$ cat src/lfu_lru_pkg.sv
// ----------------------------------------------------------------------------
// lfu_lru_pkg
// Shared types for the LFU cache with LRU tie-break: word formats and FSM states.
// ----------------------------------------------------------------------------
`timescale 1ns / 1ps
`default_nettype none

package lfu_lru_pkg;

    localparam int unsigned KEY_W  = 32;
    localparam int unsigned DATA_W = 32;
    localparam int unsigned CAP_W  = 5;

    localparam logic [CAP_W-1:0] CAP_RESET = 5'd16;

    typedef enum logic {
        ACT_GET = 1'b0,
        ACT_PUT = 1'b1
    } t_action;

    typedef struct packed {
        t_action                  action;
        logic signed [KEY_W-1:0]  lookup_key;
        logic signed [DATA_W-1:0] write_value;
    } t_in_word;

    typedef struct packed {
        logic                     hit;
        logic signed [DATA_W-1:0] read_value;
        logic                     evicted;
        logic signed [KEY_W-1:0]  evicted_key;
    } t_out_word;

    typedef enum logic [2:0] {
        ST_IDLE,
        ST_SCAN,
        ST_SCAN_END,
        ST_DECIDE,
        ST_RANK,
        ST_RANK_END,
        ST_RESP
    } t_state;

endpackage

`default_nettype wire

$ cat src/lfu_cache_lru_tiebreak_top.sv
// ----------------------------------------------------------------------------
// lfu_cache_lru_tiebreak_top
// Key-value cache, LFU replacement with LRU tie-break, scanned one entry a cycle.
// ----------------------------------------------------------------------------
// Usage:
//   Input channel i_in_valid / o_in_stall / i_in_word carries get or put words;
//   output channel o_out_valid / i_out_stall / o_out_word returns one result
//   word per input word, in order. i_cfg_we / i_cfg_wdata set the capacity.
// Sequence:
//   Hit or put: one pass over the entry memories for key match, free slot and
//   victim, a decide step, then one read-modify-write pass over the recency
//   ranks. A get that misses skips the rank pass. Capacity 0 skips the scan
//   and goes straight to the response. One word is in work at a time; the
//   next word is taken once the result has moved into the output register.
// Reset:
//   Clears all valid bits and the occupancy, sets capacity to 16. Entry
//   memories are not cleared; only valid entries are ever used.
// Stall:
//   A result held by i_out_stall stays in the output register; the block can
//   take and finish one more word meanwhile, then waits for the register.
// ----------------------------------------------------------------------------
`timescale 1ns / 1ps
`default_nettype none

module lfu_cache_lru_tiebreak_top #(
    parameter int unsigned ENTRIES     = 16,
    parameter int unsigned COUNT_WIDTH = 16
) (
    input  wire                         i_clk,
    input  wire                         i_rst_n,
    input  wire                         i_in_valid,
    output logic                        o_in_stall,
    input  lfu_lru_pkg::t_in_word       i_in_word,
    output logic                        o_out_valid,
    input  wire                         i_out_stall,
    output lfu_lru_pkg::t_out_word      o_out_word,
    input  wire                         i_cfg_we,
    input  wire [lfu_lru_pkg::CAP_W-1:0] i_cfg_wdata
);
    import lfu_lru_pkg::*;

    localparam int unsigned IW = (ENTRIES > 1) ? $clog2(ENTRIES) : 1;
    localparam int unsigned OW = $clog2(ENTRIES + 1);
    localparam logic [IW-1:0] LAST_IDX = IW'(ENTRIES - 1);
    localparam logic [8:0]    ENT_EXT  = 9'(ENTRIES);

    // entry memories
    logic [KEY_W-1:0]       m_key   [ENTRIES];
    logic [DATA_W-1:0]      m_val   [ENTRIES];
    logic [COUNT_WIDTH-1:0] m_cnt   [ENTRIES];
    logic [IW-1:0]          m_rank  [ENTRIES];

    t_state                 r_state, n_state;
    logic [ENTRIES-1:0]     r_valid;
    logic [OW-1:0]          r_occ;
    logic [CAP_W-1:0]       r_capacity;
    logic [IW-1:0]          r_idx;

    t_in_word               r_in;
    t_out_word              r_res;
    logic                   r_out_valid;
    t_out_word              r_out_word;

    // read pipeline
    logic                   r_rd_on;
    logic [IW-1:0]          r_rd_idx;
    logic [KEY_W-1:0]       r_rd_key;
    logic [DATA_W-1:0]      r_rd_val;
    logic [COUNT_WIDTH-1:0] r_rd_cnt;
    logic [IW-1:0]          r_rd_rank;

    // scan results
    logic                   r_found, r_free_found, r_vic_found;
    logic [IW-1:0]          r_fidx, r_free_idx, r_vic_idx;
    logic [DATA_W-1:0]      r_fval;
    logic [COUNT_WIDTH-1:0] r_fcnt, r_vic_cnt;
    logic [IW-1:0]          r_frank, r_vic_rank;
    logic [KEY_W-1:0]       r_vic_key;

    // update plan
    logic [IW-1:0]          r_slot;
    logic [IW-1:0]          r_old_rank;
    logic                   r_all;

    // control
    logic                   w_accept, w_cap_zero, w_out_load, w_scan_issue, w_rank_issue;
    logic                   w_scan_eval, w_rank_eval;
    logic [8:0]             w_cap;

    // decision
    logic                   w_upd, w_all, w_insert, w_free_ins;
    logic [IW-1:0]          w_slot, w_old_rank;
    logic                   w_key_we, w_val_we, w_cnt_we;
    logic [DATA_W-1:0]      w_val_d;
    logic [COUNT_WIDTH-1:0] w_cnt_d, w_cnt_inc;
    t_out_word              w_res;

    // rank update
    logic                   w_rank_we;
    logic [IW-1:0]          w_rank_d;
    logic                   w_rd_vld;

    assign w_cap      = (9'(r_capacity) > ENT_EXT) ? ENT_EXT : 9'(r_capacity);
    assign w_cap_zero = (w_cap == 9'd0);
    assign w_accept   = i_in_valid && !o_in_stall;
    assign w_rd_vld   = r_valid[r_rd_idx];
    assign w_cnt_inc  = (r_fcnt != '1) ? r_fcnt + 1'b1 : r_fcnt;

    // next state
    always_comb begin
        n_state = r_state;
        unique case (r_state)
            ST_IDLE: begin
                if (w_accept) begin
                    n_state = w_cap_zero ? ST_RESP : ST_SCAN;
                end
            end
            ST_SCAN: begin
                if (r_idx == LAST_IDX) begin
                    n_state = ST_SCAN_END;
                end
            end
            ST_SCAN_END: n_state = ST_DECIDE;
            ST_DECIDE:   n_state = w_upd ? ST_RANK : ST_RESP;
            ST_RANK: begin
                if (r_idx == LAST_IDX) begin
                    n_state = ST_RANK_END;
                end
            end
            ST_RANK_END: n_state = ST_RESP;
            ST_RESP: begin
                if (w_out_load) begin
                    n_state = ST_IDLE;
                end
            end
            default:     n_state = ST_IDLE;
        endcase
    end

    // state outputs
    always_comb begin
        o_in_stall   = 1'b1;
        w_scan_issue = 1'b0;
        w_rank_issue = 1'b0;
        w_scan_eval  = 1'b0;
        w_rank_eval  = 1'b0;
        w_out_load   = 1'b0;
        unique case (r_state)
            ST_IDLE:     o_in_stall = 1'b0;
            ST_SCAN: begin
                w_scan_issue = 1'b1;
                w_scan_eval  = r_rd_on;
            end
            ST_SCAN_END: w_scan_eval = r_rd_on;
            ST_DECIDE:   ;
            ST_RANK: begin
                w_rank_issue = 1'b1;
                w_rank_eval  = r_rd_on;
            end
            ST_RANK_END: w_rank_eval = r_rd_on;
            ST_RESP:     w_out_load = !r_out_valid || !i_out_stall;
            default:     ;
        endcase
    end

    // hit / insert / evict decision, used in the decide cycle
    always_comb begin
        w_upd      = 1'b0;
        w_all      = 1'b0;
        w_insert   = 1'b0;
        w_free_ins = 1'b0;
        w_slot     = r_fidx;
        w_old_rank = r_frank;
        w_key_we   = 1'b0;
        w_val_we   = 1'b0;
        w_cnt_we   = 1'b0;
        w_val_d    = r_in.write_value;
        w_cnt_d    = w_cnt_inc;
        w_res      = '0;
        if (r_found) begin
            w_upd     = 1'b1;
            w_cnt_we  = 1'b1;
            w_val_we  = (r_in.action == ACT_PUT);
            w_res.hit = 1'b1;
            if (r_in.action == ACT_GET) begin
                w_res.read_value = r_fval;
            end
        end else if (r_in.action == ACT_PUT) begin
            if ((9'(r_occ) < w_cap) && r_free_found) begin
                w_upd      = 1'b1;
                w_all      = 1'b1;
                w_insert   = 1'b1;
                w_free_ins = 1'b1;
                w_slot     = r_free_idx;
            end else if (r_vic_found) begin
                w_upd             = 1'b1;
                w_insert          = 1'b1;
                w_slot            = r_vic_idx;
                w_old_rank        = r_vic_rank;
                w_res.evicted     = 1'b1;
                w_res.evicted_key = r_vic_key;
            end
        end
        if (w_insert) begin
            w_key_we = 1'b1;
            w_val_we = 1'b1;
            w_cnt_we = 1'b1;
            w_cnt_d  = COUNT_WIDTH'(1);
        end
    end

    // rank pass: used slot to 0; newer entries age by one, all on a free insert
    always_comb begin
        w_rank_we = 1'b0;
        w_rank_d  = IW'(r_rd_rank + 1'b1);
        if (w_rank_eval) begin
            if (r_rd_idx == r_slot) begin
                w_rank_we = 1'b1;
                w_rank_d  = '0;
            end else if (w_rd_vld && (r_all || (r_rd_rank < r_old_rank))) begin
                w_rank_we = 1'b1;
            end
        end
    end

    // memories
    always_ff @(posedge i_clk) begin
        if (r_state == ST_DECIDE) begin
            if (w_key_we) begin
                m_key[w_slot] <= r_in.lookup_key;
            end
            if (w_val_we) begin
                m_val[w_slot] <= w_val_d;
            end
            if (w_cnt_we) begin
                m_cnt[w_slot] <= w_cnt_d;
            end
        end
        if (w_rank_we) begin
            m_rank[r_rd_idx] <= w_rank_d;
        end
    end

    always_ff @(posedge i_clk) begin
        r_rd_key  <= m_key[r_idx];
        r_rd_val  <= m_val[r_idx];
        r_rd_cnt  <= m_cnt[r_idx];
        r_rd_rank <= m_rank[r_idx];
        r_rd_idx  <= r_idx;
    end

    // control registers
    always_ff @(posedge i_clk) begin
        if (!i_rst_n) begin
            r_state     <= ST_IDLE;
            r_valid     <= '0;
            r_occ       <= '0;
            r_capacity  <= CAP_RESET;
            r_out_valid <= 1'b0;
            r_rd_on     <= 1'b0;
            r_idx       <= '0;
        end else begin
            r_state <= n_state;
            r_rd_on <= w_scan_issue || w_rank_issue;
            if (i_cfg_we) begin
                r_capacity <= i_cfg_wdata;
            end
            if (w_scan_issue || w_rank_issue) begin
                r_idx <= (r_idx == LAST_IDX) ? '0 : r_idx + 1'b1;
            end else begin
                r_idx <= '0;
            end
            if ((r_state == ST_DECIDE) && w_insert) begin
                r_valid[w_slot] <= 1'b1;
                if (w_free_ins || (r_occ == '0)) begin
                    r_occ <= r_occ + 1'b1;
                end
            end
            if (w_out_load) begin
                r_out_valid <= 1'b1;
            end else if (!i_out_stall) begin
                r_out_valid <= 1'b0;
            end
        end
    end

    // datapath registers
    always_ff @(posedge i_clk) begin
        if (w_accept) begin
            r_in         <= i_in_word;
            r_res        <= '0;
            r_found      <= 1'b0;
            r_free_found <= 1'b0;
            r_vic_found  <= 1'b0;
        end
        if (w_scan_eval) begin
            if (w_rd_vld && !r_found && (r_rd_key == r_in.lookup_key)) begin
                r_found <= 1'b1;
                r_fidx  <= r_rd_idx;
                r_fval  <= r_rd_val;
                r_fcnt  <= r_rd_cnt;
                r_frank <= r_rd_rank;
            end
            if (!w_rd_vld && !r_free_found) begin
                r_free_found <= 1'b1;
                r_free_idx   <= r_rd_idx;
            end
            // lowest count wins, older (higher rank) among equal counts
            if (w_rd_vld && (!r_vic_found || (r_rd_cnt < r_vic_cnt) ||
                             ((r_rd_cnt == r_vic_cnt) && (r_rd_rank > r_vic_rank)))) begin
                r_vic_found <= 1'b1;
                r_vic_idx   <= r_rd_idx;
                r_vic_cnt   <= r_rd_cnt;
                r_vic_rank  <= r_rd_rank;
                r_vic_key   <= r_rd_key;
            end
        end
        if (r_state == ST_DECIDE) begin
            r_res      <= w_res;
            r_slot     <= w_slot;
            r_old_rank <= w_old_rank;
            r_all      <= w_all;
        end
        if (w_out_load) begin
            r_out_word <= r_res;
        end
    end

    assign o_out_valid = r_out_valid;
    assign o_out_word  = r_out_word;

endmodule

`default_nettype wire

$ cat config.mk
export PLATFORM = sky130hd
export DESIGN_NAME = lfu_cache_lru_tiebreak_top
export DESIGN_NICKNAME = d
export VERILOG_FILES = /design/src/lfu_lru_pkg.sv /design/src/lfu_cache_lru_tiebreak_top.sv
export SDC_FILE = /design/constraint.sdc
export NUM_CORES = 2
export LEC_CHECK = 0
export BUFFER_PORTS_ARGS = -buffer_cell sky130_fd_sc_hd__buf_4
export CAP_MARGIN = 25
export CORE_UTILIZATION = 55
export DETAILED_ROUTE_END_ITERATION = 10
export PLACE_DENSITY = 0.81
export SLEW_MARGIN = 20
export SYNTH_ARGS = -nofsm -noshare
export SYNTH_HDL_FRONTEND = slang
export SYNTH_SLANG_ARGS = --single-unit
$ cat constraint.sdc
create_clock -name i_clk -period 8.95 [get_ports i_clk]
set_input_delay 0.895 -clock i_clk [delete_from_list [all_inputs] [get_ports i_clk]]
set_output_delay 0.895 -clock i_clk [all_outputs]
set_load 0.02 [all_outputs]
==> impl.org <==
** Yosys
- Sorting the synthesized cells by how often they occur yields edfxtp_1 (1666), mux4_2 (425), dfxtp_1 (126).
- The mapped netlist covers 0.0660 mm2.
- Portion of synthesized cell area occupied by the leading cell type :: 75.8%
- Cell with the most instances after synthesis :: edfxtp_1
- Ranking of synthesized cells by area :: edfxtp_1 (76%), mux4_2 (15%), dfxtp_1 (3.8%)
- Number of warnings issued by yosys :: 0
- Averaged over all synthesized cells, the footprint is 23.0 um2.
- Count of flip-flops with a built-in enable after synthesis :: 1666
- Post-synthesis instance total :: 2873
- Number of register bits inferred by synthesis :: 1792
- Share of flip-flops with an asynchronous set or reset :: 0%
- The number of nets handed over by synthesis was 2980.
- Top FF cell, synth :: edfxtp_1
- Fraction of the yosys area taken by sequential cells :: 79.7%
- Cell type with the largest total area after synthesis :: edfxtp_1
- Synth unique cells :: 56

** Clocking
- Count of cells resized by post-cts repair :: 0
- After clock tree synthesis, the clock-pin slew on the worst setup and hold paths is approximately 0.060 ns.
- Sink count of the clock tree :: roughly 1800
- Once the clock tree was built, the setup fixing pass inserted 0 buffers.
- Clock latency reported for the late side of the worst-skew pair :: 0.80 ns
- Number of buffers on the longest clock path :: 3
- Number of clock buffers inserted by TritonCTS :: 170
- TritonCTS clock tree :: yes
- The H-tree was split into 4 levels.
- In this run, post-CTS hold repair placed 0 buffers.
- Root cell of the clock tree :: clkbuf_16

** Place
- Once placement finished, the instance area stood at around 0.070 mm2.
- In this run the tool buffered the top-level ports with approximately 140 buffer cells.
- Before CTS, the worst setup slack after placement is 4.65 ns.
- Routability-driven placement finished with a final weighted congestion of 0.795.
- Detailed Place HPWL :: 81600 um
- Count of placed standard cells including taps :: 4564

** STA
- Pins Over Slew Limit :: 0
- Timing would allow up to 237 MHz.
- At the pin with the least slew margin, the transition time is about 1.2 ns.
- Final clock period utilization by the worst path :: a little under half
- Worst max-slew margin expressed relative to the limit :: 22.0%
- Total setup violations reported at the end of the flow :: 0
- Hold is met by 0.273 ns.
- RSZ-0062 raised after global routing :: no
- Setup TNS after final layout :: 0 ns
- Post-Route Skew :: around 0.058 ns
- The number of hold-slack violations in the final timing report was 0.
- The worst path meets setup with 4.73 ns of slack.
- Counting I/O delays and the setup requirement, the final critical path takes 4.22 ns.

** Cells and area
- Post-route standard cell area excluding fillers :: 0.0753 mm2
- Sequential standard cell area :: 0.0526 mm2
- For this run, the post-layout net count is 3252.
- In the final layout, the multi-input gates occupy roughly 0.013 mm2.
- Filler Cells Inserted :: 7246
- Final Non-Filler Cells :: 4893
- Layout cells sized above 1 :: 29.0%
- Layout Utilization :: 63.5%
- The area growth from synthesis to layout is 14.1%.

** Route
- Count of antenna-violating nets left after detailed routing :: 0
- Met1 routed wirelength after detailed routing :: 56200 um
- Ratio of routed vias to standard cells :: around 6.4
- Remaining DRCs :: 0
- After detailed routing, the average wire length per cell comes to 31.9 um.
- Number of DRC markers after the initial detailed-route iteration :: 4534
- Number of iterations in the first detailed-routing pass :: 7
- Detailed routing placed a total of between 10000 and 15000 um of wire on met3.
- The routed layout has 31500 vias.
- Top Layer Used :: met5
- Detailed routing placed a total of 80000 um of wire on met2.
- Total Routed Length :: 156000 um

** GRT
- Entering global routing, the biggest net connects approximately 150 pins.
- The via count of the first global-routing pass came to 32500.
- Global routing consumed, over all layers together, approximately a quarter of the routing resources.
- Global-route wire length before repair :: 226000 um
- The number of antenna violations at the first check in global routing was 12.
- The total overflow left after global routing is 0.

** Setup path
- In this run the worst path has a maximum fanout of 17.
- For the worst setup path, the data required time is roughly 9.4 ns.
- Depth of the worst register-to-register path :: 11
- The worst setup path is launched from a flop.
- Data arrives at the worst endpoint at 4.69 ns.
- Sort of element at the end of the critical path :: flop
- The worst setup path is of the reg -> reg kind.

** Power and ir drop
- Summed over all cells, the static leakage comes to 23.6 nW.
- Total power for the finished layout comes to 18.0 mW.
- Max IR drop VDD :: 0.212 mV
- In this run the power density over the cells is ~240 mW/mm2.

** Status
- The run finished with clean final reports.

** Floorplan
- Placement row count :: 126
- The die covers 0.121 mm2.
- The core region is 0.119 mm2.
- In this run the count of I/O pins placed on the die edge is 143.
- Measured along the x axis, the die boundary spans 348 um.
- Die outline height :: 348 um
- Initial core utilization :: 55.6%

** Worst hold path
- Worst min path class :: in -> reg
- Along the worst hold path, the cell count comes to 1.

** Job
- Across the run, the number of max-cap violations was 0.
## critical path, stage by stage (launching register included)
cell	delay [ns]
dfxtp_1	0.34
inv_1	0.16
nand2_1	0.08
ha_1	0.30
nand3_1	0.09
nor3_1	0.37
nor2_1	0.19
a31oi_1	0.51
and3_1	0.35
nand2_1	0.33
nor2_4	0.72
buf_4	0.44
## final timing paths
check | from | endpoint | slack [ns]
hold reg to reg | r_rd_val[19] | r_fval[19] | 0.40
setup reg to reg | r_capacity[4] | m_val[0][31] | 4.73
hold / removal | i_in_word[5] | w_val_d[5] | 0.27
setup / recovery | r_capacity[4] | m_val[0][31] | 4.73
## sequential cells by signal, summed over array words and instances (netlist names), 5 cells and up
name and flops:
r_fval 32, o_out_word 66, m_rank 64, m_key 512, r_rd_key 32, r_occ 5
r_valid 16, r_vic_cnt 16, m_val 512, r_rd_val 32, r_vic_key 32, r_fcnt 16
w_val_d 32, r_in 33, r_res 66, r_rd_cnt 16, m_cnt 256, r_capacity 5
## metal layers
| layer | GRT usage [%] | vias to the layer above |
|---|---|---|
| li1 | - | 12500 |
| met1 | 34.9 | 16600 |
| met2 | 43.6 | 2070 |
| met3 | 4.52 | 342 |
| met4 | 9.37 | 16 |
| met5 | 0 | - |
## report_power, final
group,internal [mW],switching [mW],leakage (nW),total [mW]
Sequential,9.48,0.277,16.1,9.76
Clock,4.04,3.12,2.70,7.16
Combinational,0.489,0.588,4.79,1.08
Total,14.0,3.98,23.6,18.0
## cell type report
type	count	share of cell area (%)
antenna	2	0.00665
clock buffer	248	6.39
clock inverter	70	0.959
inverter	33	0.168
multi-input combinational	923	17.4
sequential	1792	69.8
tap	1600	2.66
timing repair buffer	225	2.56
## logic make-up (layout without fill, tap and decap cells)
kind of cell	count (synthesis)	after routing	share of synthesized area (%)
other	0	2	0
and+or+nand+nor	311	311	2.47
buffers and inverters	158	576	0.981
xor gates and xnor gates	53	53	0.704
muxes	431	431	14.6
AOI/OAI and AO/OA	96	96	0.982
DFF	1792	1792	79.7
adders and majority gates	32	32	0.607
## placed cells by master (no fill, tap or decap), types with 4 or more instances in the layout
cell type,Yosys,final
a21oi_1,24,22
a31oi_1,7,6
and2_1,66,66
and3_1,9,9
buf_16,0,10
buf_4,2,208
bufinv_16,0,10
clkbuf_1,73,55
clkbuf_16,0,173
clkbuf_8,0,20
clkinv_1,0,22
clkinv_2,0,23
dfxtp_1,126,122
dfxtp_4,0,4
edfxtp_1,1666,1666
ha_1,32,32
inv_1,33,32
inv_6,0,4
mux2i_1,5,5
mux4_2,425,425
nand2_1,48,47
nand2b_1,8,7
nand3_1,18,18
nand4_1,11,11
nor2_1,79,42
nor2_2,1,6
nor2_4,0,32
nor2b_1,7,5
nor3_1,22,20
nor4_1,14,13
nor4bb_1,5,5
o21a_1,18,18
o21ai_0,22,22
or3_1,7,7
xnor2_1,17,17
xor2_1,36,36
Power figures use the tool's default switching activity.
